<file path="config.mk">
export PLATFORM = sky130hd
export DESIGN_NAME = life_grid_generation_stepper_flat
export DESIGN_NICKNAME = d
export VERILOG_FILES = /design/src/sv/lgs_pkg.sv /design/src/sv/lgs_if.sv /design/src/sv/life_grid_generation_stepper.sv /design/src/sv/lgs_row_rule.sv /design/src/flat_wrapper.sv
export SDC_FILE = /design/constraint.sdc
export NUM_CORES = 2
export LEC_CHECK = 0
export BUFFER_PORTS_ARGS = -buffer_cell sky130_fd_sc_hd__buf_4
export CAP_MARGIN = 10
export CORE_ASPECT_RATIO = 1.75
export CORE_MARGIN = 5
export CORE_UTILIZATION = 40
export DETAILED_ROUTE_END_ITERATION = 6
export PLACE_DENSITY_LB_ADDON = 0.3
export SLEW_MARGIN = 40
export SYNTH_ARGS = -nofsm -noshare
export SYNTH_HDL_FRONTEND = slang
export SYNTH_HIERARCHICAL = 1
export SYNTH_SLANG_ARGS = --single-unit
</file>
<file path="constraint.sdc">
create_clock -name clk -period 12 [get_ports clk]
set_input_delay 1.2 -clock clk [delete_from_list [all_inputs] [get_ports clk]]
set_output_delay 1.2 -clock clk [all_outputs]
set_load 0.02 [all_outputs]
</file>
<file path="src/sv/lgs_pkg.sv">
// Shared constants for the life grid generation stepper.
// Grid geometry, field widths, command and register codes.
// No dependencies.
package lgs_pkg;

	localparam int MAX_COLS = 32;
	localparam int MAX_ROWS = 32;

	localparam int ROW_W   = $clog2(MAX_ROWS);
	localparam int CNT_W   = $clog2(MAX_ROWS + 2);
	localparam int CMD_W   = 2;
	localparam int RIDX_W  = 5;
	localparam int GEN_W   = 16;
	localparam int CFG_W   = 6;
	localparam int CIDX_W  = 1;

	localparam logic [CMD_W-1:0] CMD_LOAD = 2'd0;
	localparam logic [CMD_W-1:0] CMD_STEP = 2'd1;
	localparam logic [CMD_W-1:0] CMD_READ = 2'd2;

	localparam logic [CIDX_W-1:0] REG_COLS = 1'd0;
	localparam logic [CIDX_W-1:0] REG_ROWS = 1'd1;

	localparam logic [CFG_W-1:0] CFG_RESET = 6'd17;

	typedef logic [MAX_COLS-1:0] row_t;

	typedef enum logic [2:0] {
		S_IDLE = 3'b001,
		S_READ = 3'b010,
		S_STEP = 3'b100
	} state_t;

endpackage

</file>
<file path="src/sv/lgs_if.sv">
// Request channels of the life grid generation stepper.
// Command, result and configuration channels; depends on lgs_pkg.
interface lgs_in_if;
	import lgs_pkg::*;
	logic                valid;
	logic                ready;
	logic [CMD_W-1:0]    cmd;
	logic [RIDX_W-1:0]   row_index;
	logic [31:0]         row_bits;
	logic [GEN_W-1:0]    gen_count;
	modport source (output valid, cmd, row_index, row_bits, gen_count, input ready);
	modport sink   (input valid, cmd, row_index, row_bits, gen_count, output ready);
endinterface

interface lgs_out_if;
	import lgs_pkg::*;
	logic                valid;
	logic                ready;
	logic [31:0]         out_row_bits;
	logic [RIDX_W-1:0]   out_row_index;
	modport source (output valid, out_row_bits, out_row_index, input ready);
	modport sink   (input valid, out_row_bits, out_row_index, output ready);
endinterface

interface lgs_cfg_if;
	import lgs_pkg::*;
	logic                valid;
	logic                ready;
	logic [CIDX_W-1:0]   index;
	logic [CFG_W-1:0]    data;
	modport source (output valid, index, data, input ready);
	modport sink   (input valid, index, data, output ready);
endinterface

</file>
<file path="src/sv/life_grid_generation_stepper.sv">
// Life grid stepper: load, read and advance a bounded B3/S23 grid.
// Load, unused command and zero-generation step: result 1 cycle after accept.
// Read: result 2 cycles after accept (registered grid memory read).
// Step of N generations: result N * (rows in use + 2) + 1 cycles after accept, one row
// per cycle through the single grid memory read port and one shared row rule unit.
// No accept while a read or step is in progress. Reset: grid reads all dead, registers 17.
module life_grid_generation_stepper (
	input  logic clk,
	input  logic arst_n,
	lgs_in_if.sink    in_ch,
	lgs_out_if.source out_ch,
	lgs_cfg_if.sink   cfg
);
	import lgs_pkg::*;

	state_t state_q;

	logic [CFG_W-1:0] cols_q, rows_q;
	logic [CFG_W-1:0] cols_act, rows_act;
	row_t             mask;

	row_t              grid_mem [MAX_ROWS];
	logic [MAX_ROWS-1:0] row_vld_q;

	logic              rd_en, rd_hit;
	logic [ROW_W-1:0]  rd_addr;
	row_t              rd_s1;
	logic              rd_hit_s1;
	row_t              rd_row;

	logic              wr_en;
	logic [ROW_W-1:0]  wr_addr;
	row_t              wr_data;

	logic [CNT_W-1:0]  cnt_q;
	logic [GEN_W-1:0]  gen_q;
	row_t              up_q, mid_q, next_row;

	logic              out_valid_q;
	logic [31:0]       out_bits_q;
	logic [RIDX_W-1:0] out_idx_q;

	logic in_acc, step_wr, gen_end, step_start, out_set;

	assign cfg.ready = 1'b1;

	always_ff @(posedge clk or negedge arst_n) begin
		if (!arst_n) begin
			cols_q <= CFG_RESET;
			rows_q <= CFG_RESET;
		end else if (cfg.valid) begin
			unique case (cfg.index)
				REG_COLS: cols_q <= cfg.data;
				REG_ROWS: rows_q <= cfg.data;
				default: ;
			endcase
		end
	end

	always_comb begin
		cols_act = cols_q;
		if (cols_q == '0) cols_act = CFG_W'(1);
		else if (cols_q > CFG_W'(MAX_COLS)) cols_act = CFG_W'(MAX_COLS);
		rows_act = rows_q;
		if (rows_q == '0) rows_act = CFG_W'(1);
		else if (rows_q > CFG_W'(MAX_ROWS)) rows_act = CFG_W'(MAX_ROWS);
		for (int j = 0; j < MAX_COLS; j++)
			mask[j] = (CFG_W'(j) < cols_act);
	end

	assign in_ch.ready = (state_q == S_IDLE) && (!out_valid_q || out_ch.ready);
	assign in_acc      = in_ch.valid && in_ch.ready;
	assign step_start  = in_acc && (in_ch.cmd == CMD_STEP) && (in_ch.gen_count != '0);
	assign step_wr     = (state_q == S_STEP) && (cnt_q >= CNT_W'(2));
	assign gen_end     = (state_q == S_STEP) && (cnt_q == CNT_W'(rows_act) + CNT_W'(1));
	assign out_set     = (in_acc && (in_ch.cmd != CMD_READ) && !step_start)
		|| (state_q == S_READ) || (gen_end && (gen_q == GEN_W'(1)));

	always_comb begin
		rd_en   = 1'b0;
		rd_addr = in_ch.row_index[ROW_W-1:0];
		rd_hit  = 1'b0;
		if (state_q == S_STEP) begin
			rd_addr = cnt_q[ROW_W-1:0];
			rd_hit  = cnt_q < CNT_W'(rows_act);
			rd_en   = rd_hit;
		end else if (in_acc && (in_ch.cmd == CMD_READ)) begin
			rd_en  = 1'b1;
			rd_hit = CFG_W'(in_ch.row_index) < rows_act;
		end
	end

	always_ff @(posedge clk) begin
		if (rd_en)
			rd_s1 <= grid_mem[rd_addr];
		if (wr_en)
			grid_mem[wr_addr] <= wr_data;
	end

	always_ff @(posedge clk or negedge arst_n) begin
		if (!arst_n)
			rd_hit_s1 <= 1'b0;
		else
			rd_hit_s1 <= rd_en && rd_hit && row_vld_q[rd_addr];
	end

	assign rd_row = rd_hit_s1 ? (rd_s1 & mask) : '0;

	lgs_row_rule u_rule (
		.up      (up_q),
		.mid     (mid_q),
		.dn      (rd_row),
		.mask    (mask),
		.next_row(next_row)
	);

	always_comb begin
		wr_en   = 1'b0;
		wr_addr = in_ch.row_index[ROW_W-1:0];
		wr_data = in_ch.row_bits;
		if (step_wr) begin
			wr_en   = 1'b1;
			wr_addr = ROW_W'(cnt_q - CNT_W'(2));
			wr_data = next_row;
		end else if (in_acc && (in_ch.cmd == CMD_LOAD)) begin
			wr_en = 1'b1;
		end
	end

	always_ff @(posedge clk or negedge arst_n) begin
		if (!arst_n) begin
			row_vld_q <= '0;
		end else begin
			if (step_start) begin
				for (int i = 0; i < MAX_ROWS; i++)
					if (CFG_W'(i) >= rows_act) row_vld_q[i] <= 1'b0;
			end
			if (wr_en)
				row_vld_q[wr_addr] <= 1'b1;
		end
	end

	always_ff @(posedge clk) begin
		if (state_q == S_STEP) begin
			if (cnt_q == '0) begin
				up_q  <= '0;
				mid_q <= '0;
			end else begin
				up_q  <= mid_q;
				mid_q <= rd_row;
			end
		end
	end

	always_ff @(posedge clk or negedge arst_n) begin
		if (!arst_n) begin
			state_q     <= S_IDLE;
			cnt_q       <= '0;
			gen_q       <= '0;
			out_valid_q <= 1'b0;
			out_bits_q  <= '0;
			out_idx_q   <= '0;
		end else begin
			out_valid_q <= out_set || (out_valid_q && !out_ch.ready);
			unique case (state_q)
				S_IDLE: begin
					if (in_acc) begin
						out_idx_q <= in_ch.row_index;
						out_bits_q <= '0;
						cnt_q     <= '0;
						gen_q     <= in_ch.gen_count;
						if (in_ch.cmd == CMD_READ)
							state_q <= S_READ;
						else if (step_start)
							state_q <= S_STEP;
					end
				end
				S_READ: begin
					out_bits_q  <= rd_row;
					state_q     <= S_IDLE;
				end
				S_STEP: begin
					if (gen_end) begin
						cnt_q <= '0;
						gen_q <= gen_q - GEN_W'(1);
						if (gen_q == GEN_W'(1)) begin
							out_bits_q  <= '0;
							state_q     <= S_IDLE;
						end
					end else begin
						cnt_q <= cnt_q + CNT_W'(1);
					end
				end
				default: state_q <= S_IDLE;
			endcase
		end
	end

	assign out_ch.valid         = out_valid_q;
	assign out_ch.out_row_bits  = out_bits_q;
	assign out_ch.out_row_index = out_idx_q;

endmodule

</file>
<file path="src/sv/lgs_row_rule.sv">
// Next state of one grid row under rule B3/S23, all columns at once.
// Takes the rows above, at and below; depends on lgs_pkg.
module lgs_row_rule (
	input  lgs_pkg::row_t up,
	input  lgs_pkg::row_t mid,
	input  lgs_pkg::row_t dn,
	input  lgs_pkg::row_t mask,
	output lgs_pkg::row_t next_row
);
	import lgs_pkg::*;

	row_t up_l, up_r, mid_l, mid_r, dn_l, dn_r;
	row_t live;

	assign up_l  = {up[MAX_COLS-2:0], 1'b0};
	assign up_r  = {1'b0, up[MAX_COLS-1:1]};
	assign mid_l = {mid[MAX_COLS-2:0], 1'b0};
	assign mid_r = {1'b0, mid[MAX_COLS-1:1]};
	assign dn_l  = {dn[MAX_COLS-2:0], 1'b0};
	assign dn_r  = {1'b0, dn[MAX_COLS-1:1]};

	always_comb begin
		logic [3:0] cnt;
		live = '0;
		for (int j = 0; j < MAX_COLS; j++) begin
			cnt = {3'b0, up_l[j]} + {3'b0, up[j]} + {3'b0, up_r[j]}
				+ {3'b0, mid_l[j]} + {3'b0, mid_r[j]}
				+ {3'b0, dn_l[j]} + {3'b0, dn[j]} + {3'b0, dn_r[j]};
			live[j] = (cnt == 4'd3) || ((cnt == 4'd2) && mid[j]);
		end
	end

	assign next_row = live & mask;

endmodule

</file>
<file path="src/flat_wrapper.sv">
// flat-port wrapper written by rule: the top's interface ports become plain ports
module life_grid_generation_stepper_flat import lgs_pkg::*;
  (clk, arst_n, in_ch_valid, in_ch_cmd, in_ch_row_index, in_ch_row_bits, in_ch_gen_count, in_ch_ready, out_ch_valid, out_ch_out_row_bits, out_ch_out_row_index, out_ch_ready, cfg_valid, cfg_index, cfg_data, cfg_ready);
  lgs_in_if in_ch_i ();
  lgs_out_if out_ch_i ();
  lgs_cfg_if cfg_i ();
  input  logic clk;
  input  logic arst_n;
  input wire logic [$bits(in_ch_i.valid)-1:0] in_ch_valid;
  input wire logic [$bits(in_ch_i.cmd)-1:0] in_ch_cmd;
  input wire logic [$bits(in_ch_i.row_index)-1:0] in_ch_row_index;
  input wire logic [$bits(in_ch_i.row_bits)-1:0] in_ch_row_bits;
  input wire logic [$bits(in_ch_i.gen_count)-1:0] in_ch_gen_count;
  output wire logic [$bits(in_ch_i.ready)-1:0] in_ch_ready;
  output wire logic [$bits(out_ch_i.valid)-1:0] out_ch_valid;
  output wire logic [$bits(out_ch_i.out_row_bits)-1:0] out_ch_out_row_bits;
  output wire logic [$bits(out_ch_i.out_row_index)-1:0] out_ch_out_row_index;
  input wire logic [$bits(out_ch_i.ready)-1:0] out_ch_ready;
  input wire logic [$bits(cfg_i.valid)-1:0] cfg_valid;
  input wire logic [$bits(cfg_i.index)-1:0] cfg_index;
  input wire logic [$bits(cfg_i.data)-1:0] cfg_data;
  output wire logic [$bits(cfg_i.ready)-1:0] cfg_ready;
  assign in_ch_i.valid = in_ch_valid;
  assign in_ch_i.cmd = in_ch_cmd;
  assign in_ch_i.row_index = in_ch_row_index;
  assign in_ch_i.row_bits = in_ch_row_bits;
  assign in_ch_i.gen_count = in_ch_gen_count;
  assign in_ch_ready = in_ch_i.ready;
  assign out_ch_valid = out_ch_i.valid;
  assign out_ch_out_row_bits = out_ch_i.out_row_bits;
  assign out_ch_out_row_index = out_ch_i.out_row_index;
  assign out_ch_i.ready = out_ch_ready;
  assign cfg_i.valid = cfg_valid;
  assign cfg_i.index = cfg_index;
  assign cfg_i.data = cfg_data;
  assign cfg_ready = cfg_i.ready;
  life_grid_generation_stepper u_core (.clk(clk), .arst_n(arst_n), .in_ch(in_ch_i), .out_ch(out_ch_i), .cfg(cfg_i));
endmodule
</file>
==> reports/qor.txt <==
status: completed
TritonRoute pass-1 iters: 6
ratio of cells with drive above 1 in the final layout: 11.1%
Via Count: 38,000
wire per inst: 26.4 um
RSZ-0062 raised after global routing: false
routability cong.: 0.897
actual slew at the worst max-slew pin: 929 ps
Post-Route WL: 173,000 um
setup bufs post-CTS: 0
DR iter-0 viols: 3,713
CTS Buf Count: 104
final hold violations: 0
Worst-path clk slew: 70 ps
CP Capture Type: register
ys flop type: edfxtp_1
kind of critical path: register to register
drt via density: 5.80
clock sink count: 1,228
area share of the largest cell type after synthesis: 60.3%
syn_area_per_cell: 12.1 sq um
CORE AREA: 139,000 sq um
max frequency: 191 MHz
number of library cell types mapped by synthesis: 84
ranking of synthesized cells by area: edfxtp_1, nand2_1, dfrtp_1, fa_1, and3_1
Synth Instances: 4,601
Final period util: 43.7%
cts hold-fix bufs: 0
sequential area share after synthesis: 65.2%
largest net degree at the start of global routing: 162
Root Buffer: clkbuf_16
Synth Register Bits: 1,228
post-DP HPWL: 100,000 um
first-pass GRT wire length: 251,000 um
clk_lat worst skew: 730 ps
EDFF count, synth: 1,120
Max Slew Vio Count: 0
CTS tree: yes
Clock Path Buffers: 3
IO buf count: 105
WP data arrival: 5660 ps
antenna violations before repair: 4
slowest CP cell: dfrtp_1
Synth async-reset ratio: 8.79%
P&R area growth vs syn: 12.6%
die height: 504 um
relative max-transition margin: 37.5%
minimum clock period: 5250 ps
Boundary Pins: 107
Finished Core Util: 45.3%
# nets final: 4,938
Worst Path Buf+Inv: 1
H-tree Lvls: 3
delay-heaviest family, CP: simple AND/OR/NAND/NOR gates
Worst EP required: 12,410 ps
max incr delay on CP: 770 ps
cell area after synthesis: 55,800 sq um
Clock Skew: 29.4 ps
leakage: 23.7 nW
Initial Util: 40.2%
post-cts resize count: 0
FP Rows: 181
Setup violations, final: 0
max-cap viol count: 0
Die X: 292 um
Startpoint Class: register
total grt overflow: 0
PwrDens: 148 nW/um^2
post-route ant nets: 0
crit-path max FO: 32
crit path cell chain: nand2_1 > nor2_1 > nand2_1 > nand2_1 > and3_1 > fa_1 > fa_1 > inv_1 > fa_1 > fa_1 > nor2_1 > a31oi_1 > nor4b_2 > nand2_1 > nand2_2
worst hold slack: 475 ps
global-route usage over all layers: 22.8%
DRC: 0
Yosys top cell by area: edfxtp_1
vias in the first global route: 37,400
worst vdd rail ir drop: 0.113 mV
Yosys warnings: 6
die footprint: 147,000 sq um
Worst Hold Class: register to register
setup TNS: 0 ps
==> cell usage after synthesis (all sizes together), types with 44 or more instances <==
library cell  instances
a21oi               135
a31oi               222
and2                 69
and3                232
buf                 100
clkbuf              166
dfrtp               103
edfxtp             1120
fa                  124
ha                  113
inv                 222
nand2              1216
nand3               144
nor2                 90
nor4                 44
o21ai                55
o22ai               113
==> per-layer routing <==
layer | global-route usage [%] | share of wire (%)
met5 | 0 | 0.019
met2 | 40.3 | 52
met1 | 26.8 | 35
met3 | 3.18 | 7.0
met4 | 12.1 | 6.0
==> worst reg2reg max path, delay by kind of cell (launching register included) <==
family,cells,cell delay (ps)
AND/OR/NAND/NOR,9,2140
flip-flops,1,770
adder cells (fa/ha/maj),4,1840
buffers and inverters,1,50
AO/OA/AOI/OAI,1,110
==> metrics by stage <==
step / total power [W] / instances / setup slack [ps] / area (sq um)
final: 0.00927 / 6559 / 6750 / 62800
after global placement: 0.00563 / 6349 / 6180 / 58700
after CTS: 0.00932 / 6553 / 6430 / 62700
after floorplan: 0.00534 / 4602 / 7720 / 55800
after global routing: 0.00955 / 6556 / 6490 / 62800
after detailed placement: 0.00565 / 6356 / 6430 / 59000
==> flip-flops by register name (all words and copies together), names as in the netlist, 3 cells and up <==
name,flops
u_core/out_ch.out_row_bits,32
u_core/grid_mem,1024
u_core/row_vld_q,32
u_core/cnt_q,6
u_core/out_ch.out_row_index,5
u_core/rd_s1,32
u_core/rows_q,6
u_core/state_q,3
u_core/up_q,32
u_core/gen_q,16
u_core/mid_q,32
u_core/cols_q,6
==> placed cells by master, fill, tap and decap left out, types with 31 or more instances in the layout <==
cell | synthesis | layout
a31oi_1 | 222 | 219
a21oi_1 | 134 | 129
a22o_1 | 35 | 35
buf_4 | 36 | 167
dfrtp_1 | 103 | 102
or2_2 | 32 | 32
nand3_1 | 143 | 142
nor4_1 | 44 | 36
edfxtp_1 | 1120 | 1120
clkbuf_16 | 0 | 105
inv_1 | 222 | 221
nand2_2 | 1 | 31
and3_1 | 232 | 232
a21o_1 | 33 | 33
nand2_1 | 1215 | 1184
o21ai_0 | 53 | 53
nor2_1 | 90 | 58
ha_1 | 113 | 113
nor2_4 | 0 | 32
o22ai_1 | 113 | 113
and2_1 | 69 | 69
fa_1 | 124 | 124
==> kinds of logic (layout without fill, tap and decap cells) <==
group                    count (synthesis)  after routing  share of synthesized area (%)
AO/OA/AOI/OAI                          687            687                           7.88
XOR/XNOR                                 8              8                          0.126
adder cells (fa/ha/maj)                237            237                           6.99
buffers and inverters                  489            612                           3.66
flip-flops                            1228           1228                           65.2
multiplexers                            31             31                          0.725
other                                    1              6                        0.00672
AND/OR/NAND/NOR                       1920           1920                           15.5
==> path summary, 6_finish.rpt <==
kind | startpoint | end | slack (ps) | cells after the start
max | u_core/cols_q[2]$_DFFE_PN0P_ | u_core/grid_mem[11][14]$_DFFE_PP_ | 6750 | 15
min | u_core/row_vld_q[14]$_DFF_PN0_ | u_core/row_vld_q[14]$_DFF_PN0_ | 480 | 1
max reg2reg | u_core/cols_q[2]$_DFFE_PN0P_ | u_core/grid_mem[11][14]$_DFFE_PP_ | 6750 | 15
min reg2reg | u_core/row_vld_q[14]$_DFF_PN0_ | u_core/row_vld_q[14]$_DFF_PN0_ | 480 | 1
max in group asynchronous | arst_n | u_core/row_vld_q[17]$_DFF_PN0_ | 10390 | 2
min in group asynchronous | arst_n | u_core/out_ch.valid$_DFF_PN0_ | 500 | 1
==> layout make-up <==
type / instances / area [sq um]
Antenna cell: 4 / 10.0
Clock buffer: 122 / 2690
Clock inverter: 75 / 1040
Fill cell: 12300 / 76000
Inverter: 223 / 840
Multi-Input combinational cell: 2885 / 17900
Sequential cell: 1228 / 36300
Tap cell: 1830 / 2290
Timing Repair Buffer: 192 / 1680
==> where the power goes <==
| group | leakage (nW) | internal, W | total, W | switching, W |
|---|---|---|---|---|
| combinational | 10.3 | 0.000241 | 0.000762 | 0.000522 |
| clock | 1.79 | 0.00210 | 0.00371 | 0.00161 |
| sequential | 11.6 | 0.00473 | 0.00480 | 0.0000721 |
| total | 23.7 | 0.00707 | 0.00927 | 0.00220 |
Power figures use the tool's default switching activity.
